`src/hw/rtl/u2u_pkg.sv`:
```
package u2u_pkg;

  localparam int unsigned ACC_W   = 21;
  localparam int unsigned REM_W   = 2;
  localparam int unsigned UNIT_W  = 16;
  localparam int unsigned COUNT_W = 2;

  // Byte class masks and patterns
  localparam logic [7:0] CONT_MASK  = 8'b1100_0000;
  localparam logic [7:0] CONT_PAT   = 8'b1000_0000;
  localparam logic [7:0] ASCII_MASK = 8'b1000_0000;
  localparam logic [7:0] LEAD2_MASK = 8'b1110_0000;
  localparam logic [7:0] LEAD2_PAT  = 8'b1100_0000;
  localparam logic [7:0] LEAD3_MASK = 8'b1111_0000;
  localparam logic [7:0] LEAD3_PAT  = 8'b1110_0000;
  localparam logic [7:0] LEAD4_MASK = 8'b1111_1000;
  localparam logic [7:0] LEAD4_PAT  = 8'b1111_0000;

  // Payload masks for continuation and lead bytes
  localparam logic [7:0] CONT_DATA  = 8'b0011_1111;
  localparam logic [7:0] LEAD2_DATA = 8'b0001_1111;
  localparam logic [7:0] LEAD3_DATA = 8'b0000_1111;
  localparam logic [7:0] LEAD4_DATA = 8'b0000_0111;

  localparam logic [UNIT_W-1:0] HI_SURR_BASE = 16'hD800;
  localparam logic [UNIT_W-1:0] LO_SURR_BASE = 16'hDC00;
  localparam logic [ACC_W-1:0]  SUPP_BASE    = 21'h10000;

  localparam logic [COUNT_W-1:0] UNITS_NONE = 2'd0;
  localparam logic [COUNT_W-1:0] UNITS_ONE  = 2'd1;
  localparam logic [COUNT_W-1:0] UNITS_PAIR = 2'd2;

  typedef struct packed {
    logic [ACC_W-1:0] acc;
    logic [REM_W-1:0] remaining;
  } u2u_state_t;

  typedef struct packed {
    logic [COUNT_W-1:0] unit_count;
    logic [UNIT_W-1:0]  first_unit;
    logic [UNIT_W-1:0]  second_unit;
    logic               broken_sequence;
    logic               end_marker;
  } u2u_result_t;

endpackage

```
`src/hw/rtl/u2u_ifs.sv`:
```
interface u2u_in_if;
  logic       valid;
  logic       ready;
  logic [7:0] text_byte;
  logic       last_byte;

  modport source (output valid, output text_byte, output last_byte, input ready);
  modport sink   (input valid, input text_byte, input last_byte, output ready);
endinterface

interface u2u_out_if;
  logic        valid;
  logic        ready;
  logic [1:0]  unit_count;
  logic [15:0] first_unit;
  logic [15:0] second_unit;
  logic        broken_sequence;
  logic        end_marker;

  modport source (output valid, output unit_count, output first_unit, output second_unit,
                  output broken_sequence, output end_marker, input ready);
  modport sink   (input valid, input unit_count, input first_unit, input second_unit,
                  input broken_sequence, input end_marker, output ready);
endinterface

```
`src/hw/rtl/utf8_to_utf16_transcoder.sv`:
```
// UTF-8 to UTF-16 transcoder.
//
// in_ch carries one UTF-8 byte per beat (text_byte) and a last_byte flag that
// closes the text. out_ch returns exactly one result beat per input beat:
// unit_count (0, 1 or 2), first_unit, second_unit (low surrogate of a pair),
// broken_sequence for dropped stray bytes or abandoned sequences, and
// end_marker echoing last_byte.
//
// An accepted input beat passes through the input register and then the result
// register before its result appears on out_ch. Throughput is one byte per
// cycle while out_ch.ready stays high; the decode between the two registers
// is a single pass of shallow byte-class logic and one 21-bit subtract.
// Reset (rst_n low, synchronous) empties both registers and clears the
// pending sequence. When the receiver holds out_ch.ready low, the result
// register holds, the input register fills, and in_ch.ready drops until the
// result beat is taken; no beat is lost or duplicated.
module utf8_to_utf16_transcoder
  import u2u_pkg::*;
(
  input  logic          clk,
  input  logic          rst_n,
  u2u_in_if.sink        in_ch,
  u2u_out_if.source     out_ch
);

  // Input register
  logic        in_valid_r;
  logic [7:0]  in_byte_r;
  logic        in_last_r;

  // Sequence state and result register
  u2u_state_t  seq_r;
  u2u_state_t  seq_nxt;
  u2u_result_t res_nxt;
  u2u_result_t res_r;
  logic        out_valid_r;

  logic        advance;

  // Move the held byte into the result register when that slot is free
  assign advance     = in_valid_r && (!out_valid_r || out_ch.ready);
  assign in_ch.ready = !in_valid_r || advance;

  u2u_decode u_decode (
    .state_cur (seq_r),
    .text_byte (in_byte_r),
    .last_byte (in_last_r),
    .state_nxt (seq_nxt),
    .result    (res_nxt)
  );

  always_ff @(posedge clk) begin
    if (!rst_n) begin
      in_valid_r <= 1'b0;
    end else if (in_ch.ready) begin
      in_valid_r <= in_ch.valid;
    end
  end

  // Payload: capture only on an accepted beat
  always_ff @(posedge clk) begin
    if (in_ch.valid && in_ch.ready) begin
      in_byte_r <= in_ch.text_byte;
      in_last_r <= in_ch.last_byte;
    end
  end

  // Sequence state advances exactly once per decoded byte
  always_ff @(posedge clk) begin
    if (!rst_n) begin
      seq_r <= '0;
    end else if (advance) begin
      seq_r <= seq_nxt;
    end
  end

  always_ff @(posedge clk) begin
    if (!rst_n) begin
      out_valid_r <= 1'b0;
    end else if (advance) begin
      out_valid_r <= 1'b1;
    end else if (out_ch.ready) begin
      out_valid_r <= 1'b0;
    end
  end

  always_ff @(posedge clk) begin
    if (advance) begin
      res_r <= res_nxt;
    end
  end

  assign out_ch.valid           = out_valid_r;
  assign out_ch.unit_count      = res_r.unit_count;
  assign out_ch.first_unit      = res_r.first_unit;
  assign out_ch.second_unit     = res_r.second_unit;
  assign out_ch.broken_sequence = res_r.broken_sequence;
  assign out_ch.end_marker      = res_r.end_marker;

endmodule

```
`src/hw/rtl/u2u_decode.sv`:
```
module u2u_decode
  import u2u_pkg::*;
(
  input  u2u_state_t  state_cur,
  input  logic [7:0]  text_byte,
  input  logic        last_byte,
  output u2u_state_t  state_nxt,
  output u2u_result_t result
);

  logic [ACC_W-1:0] emit_cp;
  logic             emit_en;
  logic [ACC_W-1:0] supp_off;
  logic             seq_broken;

  // Walk one byte through the sequence tracker
  always_comb begin
    logic fresh;
    logic broken;
    logic [ACC_W-1:0] acc;
    logic [REM_W-1:0] rem;
    fresh   = 1'b1;
    broken  = 1'b0;
    acc     = state_cur.acc;
    rem     = state_cur.remaining;
    emit_en = 1'b0;
    emit_cp = '0;

    if (rem != '0) begin
      if ((text_byte & CONT_MASK) == CONT_PAT) begin
        fresh = 1'b0;
        acc   = {acc[ACC_W-7:0], text_byte[5:0] & CONT_DATA[5:0]};
        rem   = rem - REM_W'(1);
        if (rem == '0) begin
          emit_en = 1'b1;
          emit_cp = acc;
          acc     = '0;
        end
      end else begin
        // drop the pending sequence, restart at this byte
        broken = 1'b1;
        rem    = '0;
        acc    = '0;
      end
    end

    if (fresh) begin
      if ((text_byte & ASCII_MASK) == '0) begin
        emit_en = 1'b1;
        emit_cp = ACC_W'(text_byte);
      end else if ((text_byte & LEAD2_MASK) == LEAD2_PAT) begin
        acc = ACC_W'(text_byte & LEAD2_DATA);
        rem = REM_W'(1);
      end else if ((text_byte & LEAD3_MASK) == LEAD3_PAT) begin
        acc = ACC_W'(text_byte & LEAD3_DATA);
        rem = REM_W'(2);
      end else if ((text_byte & LEAD4_MASK) == LEAD4_PAT) begin
        acc = ACC_W'(text_byte & LEAD4_DATA);
        rem = REM_W'(3);
      end else begin
        broken = 1'b1;
      end
    end

    if (last_byte && rem != '0) begin
      broken = 1'b1;
      rem    = '0;
      acc    = '0;
    end

    state_nxt.acc       = acc;
    state_nxt.remaining = rem;
    seq_broken          = broken;
  end

  assign supp_off = emit_cp - SUPP_BASE;

  // Build the UTF-16 unit or surrogate pair
  always_comb begin
    result.unit_count      = UNITS_NONE;
    result.first_unit      = '0;
    result.second_unit     = '0;
    result.broken_sequence = seq_broken;
    result.end_marker      = last_byte;
    if (emit_en) begin
      if (emit_cp[ACC_W-1:UNIT_W] != '0) begin
        result.unit_count  = UNITS_PAIR;
        result.first_unit  = HI_SURR_BASE + UNIT_W'(supp_off[ACC_W-1:10]);
        result.second_unit = LO_SURR_BASE + UNIT_W'(supp_off[9:0]);
      end else begin
        result.unit_count  = UNITS_ONE;
        result.first_unit  = emit_cp[UNIT_W-1:0];
      end
    end
  end

endmodule

```
`src/flat_wrapper.sv`:
```
// flat-port wrapper written by rule: the top's interface ports become plain ports
module utf8_to_utf16_transcoder_flat import u2u_pkg::*;
  (clk, rst_n, in_ch_valid, in_ch_text_byte, in_ch_last_byte, in_ch_ready, out_ch_valid, out_ch_unit_count, out_ch_first_unit, out_ch_second_unit, out_ch_broken_sequence, out_ch_end_marker, out_ch_ready);
  u2u_in_if in_ch_i ();
  u2u_out_if out_ch_i ();
  input  logic clk;
  input  logic rst_n;
  input wire logic [$bits(in_ch_i.valid)-1:0] in_ch_valid;
  input wire logic [$bits(in_ch_i.text_byte)-1:0] in_ch_text_byte;
  input wire logic [$bits(in_ch_i.last_byte)-1:0] in_ch_last_byte;
  output wire logic [$bits(in_ch_i.ready)-1:0] in_ch_ready;
  output wire logic [$bits(out_ch_i.valid)-1:0] out_ch_valid;
  output wire logic [$bits(out_ch_i.unit_count)-1:0] out_ch_unit_count;
  output wire logic [$bits(out_ch_i.first_unit)-1:0] out_ch_first_unit;
  output wire logic [$bits(out_ch_i.second_unit)-1:0] out_ch_second_unit;
  output wire logic [$bits(out_ch_i.broken_sequence)-1:0] out_ch_broken_sequence;
  output wire logic [$bits(out_ch_i.end_marker)-1:0] out_ch_end_marker;
  input wire logic [$bits(out_ch_i.ready)-1:0] out_ch_ready;
  assign in_ch_i.valid = in_ch_valid;
  assign in_ch_i.text_byte = in_ch_text_byte;
  assign in_ch_i.last_byte = in_ch_last_byte;
  assign in_ch_ready = in_ch_i.ready;
  assign out_ch_valid = out_ch_i.valid;
  assign out_ch_unit_count = out_ch_i.unit_count;
  assign out_ch_first_unit = out_ch_i.first_unit;
  assign out_ch_second_unit = out_ch_i.second_unit;
  assign out_ch_broken_sequence = out_ch_i.broken_sequence;
  assign out_ch_end_marker = out_ch_i.end_marker;
  assign out_ch_i.ready = out_ch_ready;
  utf8_to_utf16_transcoder u_core (.clk(clk), .rst_n(rst_n), .in_ch(in_ch_i), .out_ch(out_ch_i));
endmodule
```
`config.mk`:
```
export PLATFORM = sky130hd
export DESIGN_NAME = utf8_to_utf16_transcoder_flat
export DESIGN_NICKNAME = d
export VERILOG_FILES = /design/src/hw/rtl/u2u_pkg.sv /design/src/hw/rtl/u2u_ifs.sv /design/src/hw/rtl/utf8_to_utf16_transcoder.sv /design/src/hw/rtl/u2u_decode.sv /design/src/flat_wrapper.sv
export SDC_FILE = /design/constraint.sdc
export NUM_CORES = 1
export LEC_CHECK = 0
export BUFFER_PORTS_ARGS = -buffer_cell sky130_fd_sc_hd__buf_2
export CELL_PAD_IN_SITES_DETAIL_PLACEMENT = 0
export CELL_PAD_IN_SITES_GLOBAL_PLACEMENT = 2
export CORE_ASPECT_RATIO = 1.25
export CORE_UTILIZATION = 35
export DETAILED_ROUTE_END_ITERATION = 8
export PLACE_DENSITY = 0.82
export SYNTH_ARGS = -nofsm -noshare
export SYNTH_HDL_FRONTEND = slang
export SYNTH_HIERARCHICAL = 1
export SYNTH_SLANG_ARGS = --single-unit
export TNS_END_PERCENT = 5
```
`constraint.sdc`:
```
create_clock -name clk -period 6.6 [get_ports clk]
set_clock_uncertainty 0.05 [all_clocks]
set_input_delay 0.66 -clock clk [delete_from_list [all_inputs] [get_ports clk]]
set_output_delay 0.66 -clock clk [all_outputs]
set_load 0.02 [all_outputs]
```
Word level (Yosys, flattened, before mapping)
Index checks and enable logic that the tools add are counted.
{ "classes": {"n_reduce_logical": 14, "n_addsub": 4, "n_mux": 38, "n_eq_ne": 4} }
{ "ops": {"columns": ["operator", "n"], "rows": [
  ["21-bit 2-to-1 mux", 14],
  ["21-bit by 17-bit subtractor with 21-bit output (second input constant)", 1],
  ["18-bit 2-to-1 mux", 1],
  ["15-bit by 11-bit adder with 16-bit output (first input constant)", 1],
  ["15-bit by 12-bit adder with 16-bit output (first input constant)", 1],
  ["2-bit 2-to-1 mux", 8],
  ["1-bit 2-to-1 mux", 15],
  ["8-bit zero test", 1],
  ["2-bit nonzero test", 3],
  ["5-bit == test (second input constant)", 1],
  ["5-bit nonzero test", 1],
  ["4-bit == test (second input constant)", 1],
  ["3-bit == test (second input constant)", 1],
  ["1-bit logical AND", 3],
  ["2-bit == test (second input constant)", 1],
  ["1-bit zero test", 2],
  ["2-bit zero test", 1],
  ["1-bit logical OR", 2],
  ["2-bit AND reduction", 1],
  ["2-bit by 1-bit subtractor with 2-bit output (second input constant)", 1]
]} }
{ "word_totals": {"word_cells": 71, "regBits": 70, "inputBits": 13, "out_inout_bits": 38} }

Depth between registers and ports, before layout
Gate-level depths: netlist (run 1).
{ "logic_depth": {"word_depth": 11, "mapped_depth": 13, "depth_no_buf": 10} }

By module
Netlist (run 1), hierarchy kept.
{ "by_module_without_submodules": {"columns": ["mod", "seq_area_each_um2", "n_inst", "cells_each", "area_per_inst_um2"], "rows": [
  ["utf8_to_utf16_transcoder", 1851.8, 1, 154, 2379.8],
  ["u2u_decode", 0.0, 1, 165, 1009.7]
]} }

Worst setup path after synthesis (run 1)
Ideal clock, no wire load.
{ "synth_path": {"path_type": "register -> register", "from": "register u_core/seq_r[0] (netlist name)", "to": "register u_core.res_r, in the netlist u_core/out_ch.second_unit[11] (data pin)", "stages_incl_launch_ff": 14, "path_buffers": 4, "t_required_ns": 6.299, "setup_time_ns": 0.251, "path_slack_ns": 4.138, "arrival_time_ns": 2.161, "path_cell_list": "dfxtp_1 > inv_1 > ha_1 > buf_2 > nor3b_2 > and3_1 > inv_1 > ha_1 > clkbuf_1 > a21oi_1 > a21oi_1 > buf_2 > inv_1 > buf_4"} }
{ "synth_via": {"elab_chain_cells": 9, "elab_cells_between_ends": 18, "classes_between": "3 x add/sub; 11 x mux; 4 x reduce/logical"} }
{ "synth_lines": {"columns": ["element", "line_no", "source"], "rows": [
  ["start, declared", "utf8_to_utf16_transcoder.sv:32", "u2u_state_t seq_r;"],
  ["start signal, assigned", "utf8_to_utf16_transcoder.sv:73", "seq_r <= seq_nxt;"],
  ["2-bit by 1-bit subtractor with 2-bit output", "u2u_decode.sv:33", "rem = rem - REM_W'(1);"],
  ["2-bit zero test", "u2u_decode.sv:34", "if (rem == '0) begin"],
  ["21-bit 2-to-1 mux", "u2u_decode.sv:34", null],
  ["21-bit 2-to-1 mux", "u2u_decode.sv:30", "if ((text_byte & CONT_MASK) == CONT_PAT) begin"],
  ["21-bit 2-to-1 mux", "u2u_decode.sv:29", "if (rem != '0) begin"],
  ["21-bit 2-to-1 mux", "u2u_decode.sv:48", "if ((text_byte & ASCII_MASK) == '0) begin"],
  ["21-bit 2-to-1 mux", "u2u_decode.sv:47", "if (fresh) begin"],
  ["21-bit by 17-bit subtractor with 21-bit output / 5-bit nonzero test (equally long branches)", "u2u_decode.sv:76, u2u_decode.sv:86", null],
  ["15-bit by 11-bit adder with 16-bit output / 2-bit AND reduction (equally long branches)", null, null],
  ["end signal, assigned", "utf8_to_utf16_transcoder.sv:89", "res_r <= res_nxt;"],
  ["end, declared", "utf8_to_utf16_transcoder.sv:35", "u2u_result_t res_r;"]
]} }
Parallel ways exist; a longest one is shown, timed or not.
A chain may end at the register's enable or synchronous reset.

Worst setup path in the final report (run 1)
{ "layout_path": {"from": "register u_core/seq_r[0] (netlist name)", "to": "register u_core.res_r, in the netlist u_core/out_ch.second_unit[10] (data pin)"} }
The elaborated chain is that of the path after synthesis.

==> results of run 1 <==
-- stage by stage --
step,util,power [mW]
2_1_floorplan,-,0.513
3_3_place_gp,0.381,0.527
3_5_place_dp,0.381,0.528
4_1_cts,0.406,0.893
5_1_grt,0.406,0.920
6_report,0.406,0.881
-- flip-flops by register name (all words and copies together) (netlist names) --
signal / count
u_core/out_ch.end_marker: 1
u_core/out_ch.unit_count: 2
u_core/out_ch.first_unit: 16
u_core/in_last_r: 1
u_core/in_byte_r: 8
u_core/in_valid_r: 1
u_core/seq_r: 17
u_core/out_ch.broken_sequence: 1
u_core/out_ch.valid: 1
u_core/out_ch.second_unit: 16
-- metal layers --
layer | global-route usage | up-vias | share of wire
li1 | - | 1056 | -
met1 | 0.174 | 983 | 0.45
met2 | 0.237 | 77 | 0.47
met3 | 0.0346 | 12 | 0.050
met4 | 0.0929 | 0 | 0.025
met5 | 0 | - | 0
-- where the power goes --
group	switching [mW]	total, mW	leakage, nW	internal (mW)
clock network	0.139	0.362	0.108	0.223
logic	0.0414	0.0640	0.622	0.0226
registers	0.0107	0.455	0.585	0.444
total	0.191	0.881	1.31	0.690
-- cell usage in the layout, fill, tap and decap left out, drive strengths merged, types with 6 or more instances in the layout --
cell / count
a21oi: 16
a22o: 8
a22oi: 10
buf: 51
clkbuf: 13
dfxtp: 19
edfxtp: 45
inv: 8
mux2i: 17
nand2: 53
nor2: 23
nor2b: 10
o21ai: 6
-- area by class of cell --
| cell class | count | area, µm² | share of cell area |
|---|---|---|---|
| flip-flops and latches | 64 | 1730 | 0.493 |
| multi-input cells | 182 | 1130 | 0.322 |
| repair buffers | 51 | 258 | 0.0734 |
| well taps | 120 | 150 | 0.0427 |
| clock buffers | 13 | 149 | 0.0424 |
| clock inverters | 3 | 65.1 | 0.0185 |
| inverters | 8 | 30.0 | 0.00855 |
-- worst max-delay path by stage --
stage,endpoint,depth (start not counted)
global route,u_core/out_ch.second_unit[12],9
floorplan,u_core/out_ch.second_unit[11],13
detailed placement,u_core/out_ch.second_unit[10],9
global placement,u_core/out_ch.second_unit[12],9
CTS,u_core/out_ch.second_unit[14],9
finish,u_core/out_ch.second_unit[10],9
-- worst max-delay path: stages (launching register included) --
cell and delay, ns:
dfxtp_1 0.33, inv_1 0.08, ha_1 0.71, or3b_4 0.30, nor2_4 0.08, nand2_1 0.07
ha_1 0.32, a21oi_1 0.07, a21oi_1 0.79, inv_1 0.25
==> results.md, run 1 <==
* Status: finished, violations left
* Failing checks: DRC
* Setup TNS at 0 ns
* CP Max Fanout at 24
* Crit start category: register
* Post-DP HPWL at 4280 µm
* CTS Hold Bufs at 0
* Worst Setup SP: u_core/seq_r[0]
* Hold EP: u_core/seq_r[1]
* CTS max path bufs at 2
* Crit path time final at 3.38 ns
* Critical hold path startpoint: u_core/seq_r[1]
* CTS sink count at 64
* FF-to-FF path depth at 9
* Worst-case vdd ir drop at 81.1 µV
* Hold Path Stages at 2
* Final Hold Viols at 0
* Leak pwr at 1.31 nW
* Antenna cells at 0
* Worst Tran Pin Value at 1.00 ns
* Pwr Density at 251 nW/µm²
* DRC marker count from the first detailed-route iteration at 112
* Max Slew Vio Count at 0
* Cells after synthesis at 283
* CORE AREA at 8650 µm²
* Cell row count at 38
* H-tree levels at 3
* Synth warn at 6
* # fillers at 889
* Worst hold slack at 0.430 ns
* Critical path class: register to register
* I/O pins at 51
* Initial antenna violation count at 0
* Max transition margin at 0.331
* First-pass GRT wire length at 10000 µm
* Post CTS Setup Buffer Count at 0
* Placed Area at 3300 µm²
* Number of port buffers at 50
* Worst-Skew Late Latency at 0.34 ns
* Via count at 2128
* Non-Filler Instances at 441
* Max cap viols at 0
* Crit end category: register
* Routed wire length at 6330 µm
* CP arrival at 3.36 ns
* Drc violations at 1
* GRT Overall Usage at 0.147
* CTS root buf: clkbuf_8
* Final worst path period share at 0.512
* Die Area at 9230 µm²
* Antenna-violating nets left at 0
* DR WL/cell at 14.3 µm
* Hold Path Class: register to register
* Die H at 107 µm
* Routed vias/inst at 4.83
* NumNets Final at 332
* Fmax at 296 MHz
* Reg2reg end: u_core/out_ch.second_unit[10]
* Fin area at 3510 µm²
* Largest net degree at the start of global routing at 54
* CTS resizes at 0
* Clock-pin slew on the worst setup and hold paths at 0.07 ns
* Die width at 86.1 µm
* FF-to-FF Start: u_core/seq_r[0]
* Area Growth Syn to Fin at 13.5%
* RD Place Congestion at 0.796
* Initial Util at 0.358
* Vias in the first global route at 2001
* Placed insts at 425
* Slack of the worst reg-to-reg path at 3.22 ns
* TritonCTS clock tree: built
* Post-Syn Nets at 299
* Place WS at 3.23 ns
* Layout cell share with drive strength beyond 1 at 0.243
* RSZ-0062 raised after global routing: false
* First-pass DRT Iterations at 6
* Final Setup Violations at 0
* Mean Syn Cell Area at 10.9 µm²
* Req. time, crit path at 6.58 ns
* Worst setup margin at 3.22 ns
* Synthesized area at 3100 µm²
* CTS buffer count at 9
* Congestion Overflow GR at 0
Note: power is estimated with default switching activity, not from simulation.
==> run 2, diff against run 1 <==
--- a/config.mk
+++ b/config.mk
@@ -5,13 +5,14 @@
 export SDC_FILE = /design/constraint.sdc
 export NUM_CORES = 1
 export LEC_CHECK = 0
+export ABC_AREA = 1
 export BUFFER_PORTS_ARGS = -buffer_cell sky130_fd_sc_hd__buf_2
 export CELL_PAD_IN_SITES_DETAIL_PLACEMENT = 0
 export CELL_PAD_IN_SITES_GLOBAL_PLACEMENT = 2
 export CORE_ASPECT_RATIO = 1.25
 export CORE_UTILIZATION = 35
 export DETAILED_ROUTE_END_ITERATION = 8
-export PLACE_DENSITY = 0.82
+export PLACE_DENSITY = 0.86
 export SYNTH_ARGS = -nofsm -noshare
 export SYNTH_HDL_FRONTEND = slang
 export SYNTH_HIERARCHICAL = 1
==> constraint.sdc (replaced) <==
create_clock -name clk -period 3.2 [get_ports clk]
set_clock_uncertainty 0.05 [all_clocks]
set_input_delay 0.32 -clock clk [delete_from_list [all_inputs] [get_ports clk]]
set_output_delay 0.32 -clock clk [all_outputs]
set_load 0.02 [all_outputs]
==> run 2 against run 1 <==
Global-route usage up 1.5 points. Critical path depth grew 2. The run now ends clean. Fmax up 19%. Clock power increased to 2.8 times the previous value. Combinational power grew to 4.2 times the previous value.
==> results.md, run 2 <==
* Placed Area at 3740 µm²
* Cell row count at 40
* Worst Tran Pin Value at 0.896 ns
* Layout cell share with drive strength beyond 1 at 0.255
* # fillers at 996
* Worst setup margin at 0.362 ns
* Largest net degree at the start of global routing at 37
* Final Hold Viols at 0
* Area Growth Syn to Fin at 15.0%
* CORE AREA at 9710 µm²
* Critical path class: register to register
* Max transition margin at 0.403
* DRC marker count from the first detailed-route iteration at 123
* NumNets Final at 452
* Worst-case vdd ir drop at 281 µV
* Mean Syn Cell Area at 8.66 µm²
* First-pass GRT wire length at 12900 µm
* Drc violations at 0
* Post-DP HPWL at 5510 µm
* Routed wire length at 7690 µm
* Die width at 91.7 µm
* Setup TNS at 0 ns
* Fin area at 4050 µm²
* CTS Hold Bufs at 0
* Pwr Density at 554 nW/µm²
* First-pass DRT Iterations at 4
* Multi-input logic area at 1360 µm²
* Most common cell after layout, fill and taps aside: nand2_1
* CTS buffer count at 9
* I/O pins at 51
* Crit path time final at 2.84 ns
* Fmax at 352 MHz
* Die H at 114 µm
* RD Place Congestion at 0.817
* Sequential Area at 1730 µm²
* Initial antenna violation count at 0
* Cells after synthesis at 407
* Final worst path period share at 0.887
* Initial Util at 0.363
* DR WL/cell at 13.6 µm
* Antenna-violating nets left at 0
* CTS max path bufs at 2
* Placed insts at 551
* Biggest register: u_core/seq_r
* CP Max Fanout at 18
* Crit end category: register
* CTS sink count at 64
* Req. time, crit path at 3.22 ns
* Leak pwr at 1.72 nW
* Congestion Overflow GR at 0
* Max reg flops at 17
* Vias in the first global route at 2572
* RSZ-0062 raised after global routing: false
* Die Area at 10500 µm²
* Most frequent cells in the layout: nand2_1 (75), buf_2 (50), inv_1 (49)
* Antenna cells at 0
* GRT Overall Usage at 0.162
* Synthesized area at 3520 µm²
* H-tree levels at 3
* Place WS at 0.402 ns
* Crit start category: register
* Max Slew Vio Count at 0
* Hold Path Class: primary input to register
* CTS resizes at 0
* Post-Syn Nets at 423
* TritonCTS clock tree: built
* CP arrival at 2.86 ns
* Post CTS Setup Buffer Count at 0
* Non-Filler Instances at 566
* Final Setup Violations at 0
* Routed vias/inst at 4.81
* Status: complete, no violations
* Worst hold slack at 0.121 ns
* Via count at 2724
* Layout Utilization at 0.417
* Clock-pin slew on the worst setup and hold paths at 0.05 ns
* Number of port buffers at 50
* CTS root buf: clkbuf_16
* Worst-Skew Late Latency at 0.33 ns
* Synth warn at 6
* Power Total at 2.24 mW
* Max cap viols at 0
run 2: cell types whose count changed in the layout (fill, tap and decap cells not counted), moves of 12 or more:
cell     change
inv_1       +41
nand2_1     +23
o21ai_0     +21
mux2i_1     -17
nand3_1     +16
nand4_1     +14
nor2_1      +13
nand3_2     +12
run 2: layer usage:
metal | vias to the layer above | global-route usage | part of all wire | routed length [µm]
li1 | 1391 | - | - | -
met1 | 1257 | 0.189 | 0.44 | 3400
met2 | 65 | 0.274 | 0.49 | 3750
met3 | 11 | 0.0465 | 0.047 | 360
met4 | 0 | 0.0792 | 0.023 | 174
met5 | - | 0 | 0 | 0
run 2: worst paths after layout:
path / endpoint / depth (start not counted) / start / slack (ns)
setup / recovery: u_core/out_ch.first_unit[9] / 11 / u_core/seq_r[0] / 0.36
setup reg to reg: u_core/out_ch.first_unit[9] / 11 / u_core/seq_r[0] / 0.36
hold reg to reg: u_core/seq_r[6] / 2 / u_core/seq_r[6] / 0.44
hold / removal: u_core/in_byte_r[5] / 1 / in_ch_text_byte[5] / 0.12
run 2: report_power, final:
group | switching [mW] | internal [mW]
Sequential | 0.0359 | 0.931
Clock | 0.335 | 0.673
Combinational | 0.184 | 0.0842
Total | 0.556 | 1.69
run 2: final cells by class:
class,instances,share of cell area
clock inverter,6,0.0210
timing repair buffer,54,0.0692
clock buffer,9,0.0556
tap,126,0.0389
inverter,55,0.0513
sequential,64,0.428
multi-input combinational,252,0.336
run 2: critical path: stages (launching register included):
cell     delay (ns)
dfxtp_1        0.34
inv_1          0.07
ha_1           0.60
inv_2          0.26
nand2_4        0.16
nor2_4         0.06
nand2_1        0.10
inv_2          0.05
nor2_2         0.48
nor2_1         0.24
nand2_1        0.10
nand2_1        0.06
==> run 3, diff against run 2 <==
--- a/config.mk
+++ b/config.mk
@@ -10,11 +10,11 @@
 export CELL_PAD_IN_SITES_DETAIL_PLACEMENT = 0
 export CELL_PAD_IN_SITES_GLOBAL_PLACEMENT = 2
 export CORE_ASPECT_RATIO = 1.25
-export CORE_UTILIZATION = 35
+export CORE_MARGIN = 1.5
+export CORE_UTILIZATION = 34
 export DETAILED_ROUTE_END_ITERATION = 8
-export PLACE_DENSITY = 0.86
+export PLACE_DENSITY = 0.84
 export SYNTH_ARGS = -nofsm -noshare
 export SYNTH_HDL_FRONTEND = slang
-export SYNTH_HIERARCHICAL = 1
 export SYNTH_SLANG_ARGS = --single-unit
 export TNS_END_PERCENT = 5
==> run 3 against run 2 <==
The run now ends with DRC left. Fmax is 24% higher. Synthesized cell count shrank 27%. Clock-buffer cell count is 1 higher. Utilization is 1.2 points lower. Hold slack got worse by 0.024 ns. Non-clock buffer count down 1. Via count fell by 21%. Final area down 18%. Die area decreased by 14%. Critical endpoint is now u_core.out_ch.first_unit[9]. Largest power group is now sequential cells.
==> results.md, run 3 <==
* Status: finished, violations left
* Failing checks: DRC
* Max cap viols at 0
* Final Setup Violations at 0
* CTS sink count at 59
* Die H at 106 µm
* Clock share of power at 0.371
* Post CTS Setup Buffer Count at 0
* Synth cell types at 34
* Routed wire length at 6330 µm
* Pwr Density at 468 nW/µm²
* DR WL/cell at 14.1 µm
* Number of port buffers at 49
* Register area share after synthesis at 0.551
* Congestion Overflow GR at 0
* Most frequent cells in the layout: nand2_1 (70), buf_2 (49), edfxtp_1 (40)
* Pint at 1.15 mW
* Via count at 2164
* Synth top area cells: edfxtp_1 (42%), dfxtp_1 (13%), nand2_1 (9.2%)
* Crit end category: register
* First-pass DRT Iterations at 6
* Worst-case vdd ir drop at 170 µV
* NumNets Final at 365
* Routed vias/inst at 4.81
* Most frequent cell after synthesis: nand2_1
* CTS max path bufs at 2
* Die width at 85.1 µm
* Met2 Use GR at 0.262
* RD Place Congestion at 0.790
* Drc violations at 9
* Crit path time final at 2.28 ns
* Worst Tran Pin Value at 0.597 ns
* TritonCTS clock tree: built
* Post-DP HPWL at 4460 µm
* Synth warn at 0
* Synth area leader: edfxtp_1
* CORE AREA at 8190 µm²
* Most used DFF post-synth: edfxtp_1
* CTS root buf: clkbuf_8
* CTS buffer count at 9
* Max reg flops at 17
* CTS Hold Bufs at 0
* Slowest-stage cell, CP: dfxtp_1
* Combinational Power Share at 0.080
* Top cells by count, synth: nand2_1 (70), edfxtp_1 (40), inv_1 (29)
* Power Total at 1.55 mW
* I/O pins at 51
* Worst setup path end: u_core.out_ch.first_unit[9]
* Setup TNS at 0 ns
* Critical path class: register to register
* FF-to-FF path depth at 14
* Placed insts at 434
* H-tree levels at 3
* Synthesized area at 2870 µm²
* Antenna-violating nets left at 0
* Flop pwr share at 0.549
* Req. time, crit path at 3.36 ns
* GRT busiest layer: met2
* Asr flop ratio synth at 0
* Most prevalent standard cell on the critical path: inv_1
* Die Area at 9000 µm²
* GRT Overall Usage at 0.156
* Crit start category: register
* Slack of the worst reg-to-reg path at 0.92 ns
* Layout cell share with drive strength beyond 1 at 0.275
* Met1 usage at 0.189
* Worst path cell trace: inv_1, ha_1, nor2_4, nand2_4, nor2_1, inv_1, ha_1, inv_1, nor2_4, nand2_8, nand2_4, nand2_1, o21ai_0, inv_1
* Cells after synthesis at 298
* RSZ-0062 raised after global routing: false
* Cell row count at 37
* Biggest register: u_core.seq_r
* Number of synthesized flops with an enable pin at 40
* Clock-pin slew on the worst setup and hold paths at 0.07 ns
* Vias in the first global route at 2148
* DRC marker count from the first detailed-route iteration at 113
* CP Max Fanout at 16
* Switch Pwr at 0.406 mW
* Initial Util at 0.350
* Initial antenna violation count at 0
* Non-Filler Instances at 450
* Reg2reg end: u_core.out_ch.first_unit[9]
* Post-Syn Nets at 315
* CP peak stage delay at 0.41 ns
* # fillers at 849
* Met3 Usage GRT at 0.0290
* Most common cell after layout, fill and taps aside: nand2_1
* Largest net degree at the start of global routing at 36
* Mean Syn Cell Area at 9.62 µm²
* Max Slew Vio Count at 0
* Final worst path period share at 0.713
* Antenna cells at 0
* Fmax at 438 MHz
* Yosys reg bits at 59
* Worst-Skew Late Latency at 0.34 ns
* First-pass GRT wire length at 10700 µm
* Max transition margin at 0.600
* Synth top area share at 0.419
* Final Hold Viols at 0
* FF-to-FF Start: u_core.seq_r[0]
* Hold Path Class: primary input to register
* CTS resizes at 0
* Fin area at 3320 µm²
* Placed Area at 3160 µm²
* Area Growth Syn to Fin at 15.8%
* Layout Utilization at 0.405
* CP arrival at 2.45 ns
* Worst Setup SP: u_core.seq_r[0]
* Switch share at 0.261
* Leak pwr at 1.34 nW
==> run 3: cell types whose count changed in the layout (fill, tap and decap cells not counted), moves of 9 or more <==
cell	delta
a22oi_1	+10
a21oi_2	-12
inv_1	-20
o21ai_0	-19
nand3_2	-10
nand4_1	-15
clkbuf_8	+9
clkbuf_16	-9
==> run 3: area by class of cell <==
type,count,area [µm²],area share
Multi-Input combinational cell,189,1040,0.315
Sequential cell,59,1580,0.476
Tap cell,97,121,0.0366
Inverter,36,135,0.0407
Clock buffer,10,128,0.0384
Timing Repair Buffer,53,275,0.0829
Clock inverter,6,33.8,0.0102
==> run 3: power by group through the flow <==
stage	Combinational, mW	Clock (mW)	Sequential (mW)
after floorplan	0.0658	0	0.889
after global placement	0.126	0	0.869
after detailed placement	0.127	0	0.870
after CTS	0.127	0.593	0.853
after global routing	0.138	0.622	0.854
final	0.124	0.577	0.852
==> run 3: routing by layer <==
| metal | part of all wire | up-vias |
|---|---|---|
| met2 | 0.50 | 49 |
| met5 | 0 | - |
| met1 | 0.45 | 1016 |
| met3 | 0.035 | 10 |
| met4 | 0.022 | 0 |
| li1 | - | 1089 |
==> run 3: how the worst min path moves through the flow <==
stage                       start             endpoint  slack [ns]  cells after the start
2_1_floorplan  in_ch_text_byte[0]  u_core.in_byte_r[0]        0.37                      0
3_3_place_gp      u_core.seq_r[1]      u_core.seq_r[1]        0.42                      2
3_5_place_dp      u_core.seq_r[1]      u_core.seq_r[1]        0.43                      2
4_1_cts        in_ch_text_byte[1]  u_core.in_byte_r[1]        0.08                      1
5_1_grt        in_ch_text_byte[1]  u_core.in_byte_r[1]        0.08                      1
6_report       in_ch_text_byte[1]  u_core.in_byte_r[1]         0.1                      1
==> run 3: kinds of logic (layout without fill, tap and decap cells) <==
kind of cell / count (synthesis) / count (layout) / share of synthesized area
adders and majority gates: 4 / 4 / 0.0175
other: 1 / 1 / 0.00131
and+or+nand+nor: 131 / 131 / 0.228
DFF: 59 / 59 / 0.551
xor gates and xnor gates: 1 / 1 / 0.00305
AOI/OAI and AO/OA: 52 / 52 / 0.115
buffers and inverters: 50 / 105 / 0.0842
==> run 3: critical path: cells and delay by family (launching register included) <==
kind / cells / cell delay (ns)
adder cells (fa/ha/maj): 2 / 0.46
AO/OA/AOI/OAI: 1 / 0.08
AND/OR/NAND/NOR: 7 / 0.80
flip-flops: 1 / 0.41
buffers and inverters: 4 / 0.35
==> run 3: metrics by stage <==
step,setup WS (ns),hold WS [ns]
final,0.918,0.0974
after global routing,0.647,0.0837
after CTS,0.897,0.0846
after detailed placement,0.938,0.431
after global placement,0.993,0.422
after floorplan,0.895,0.369
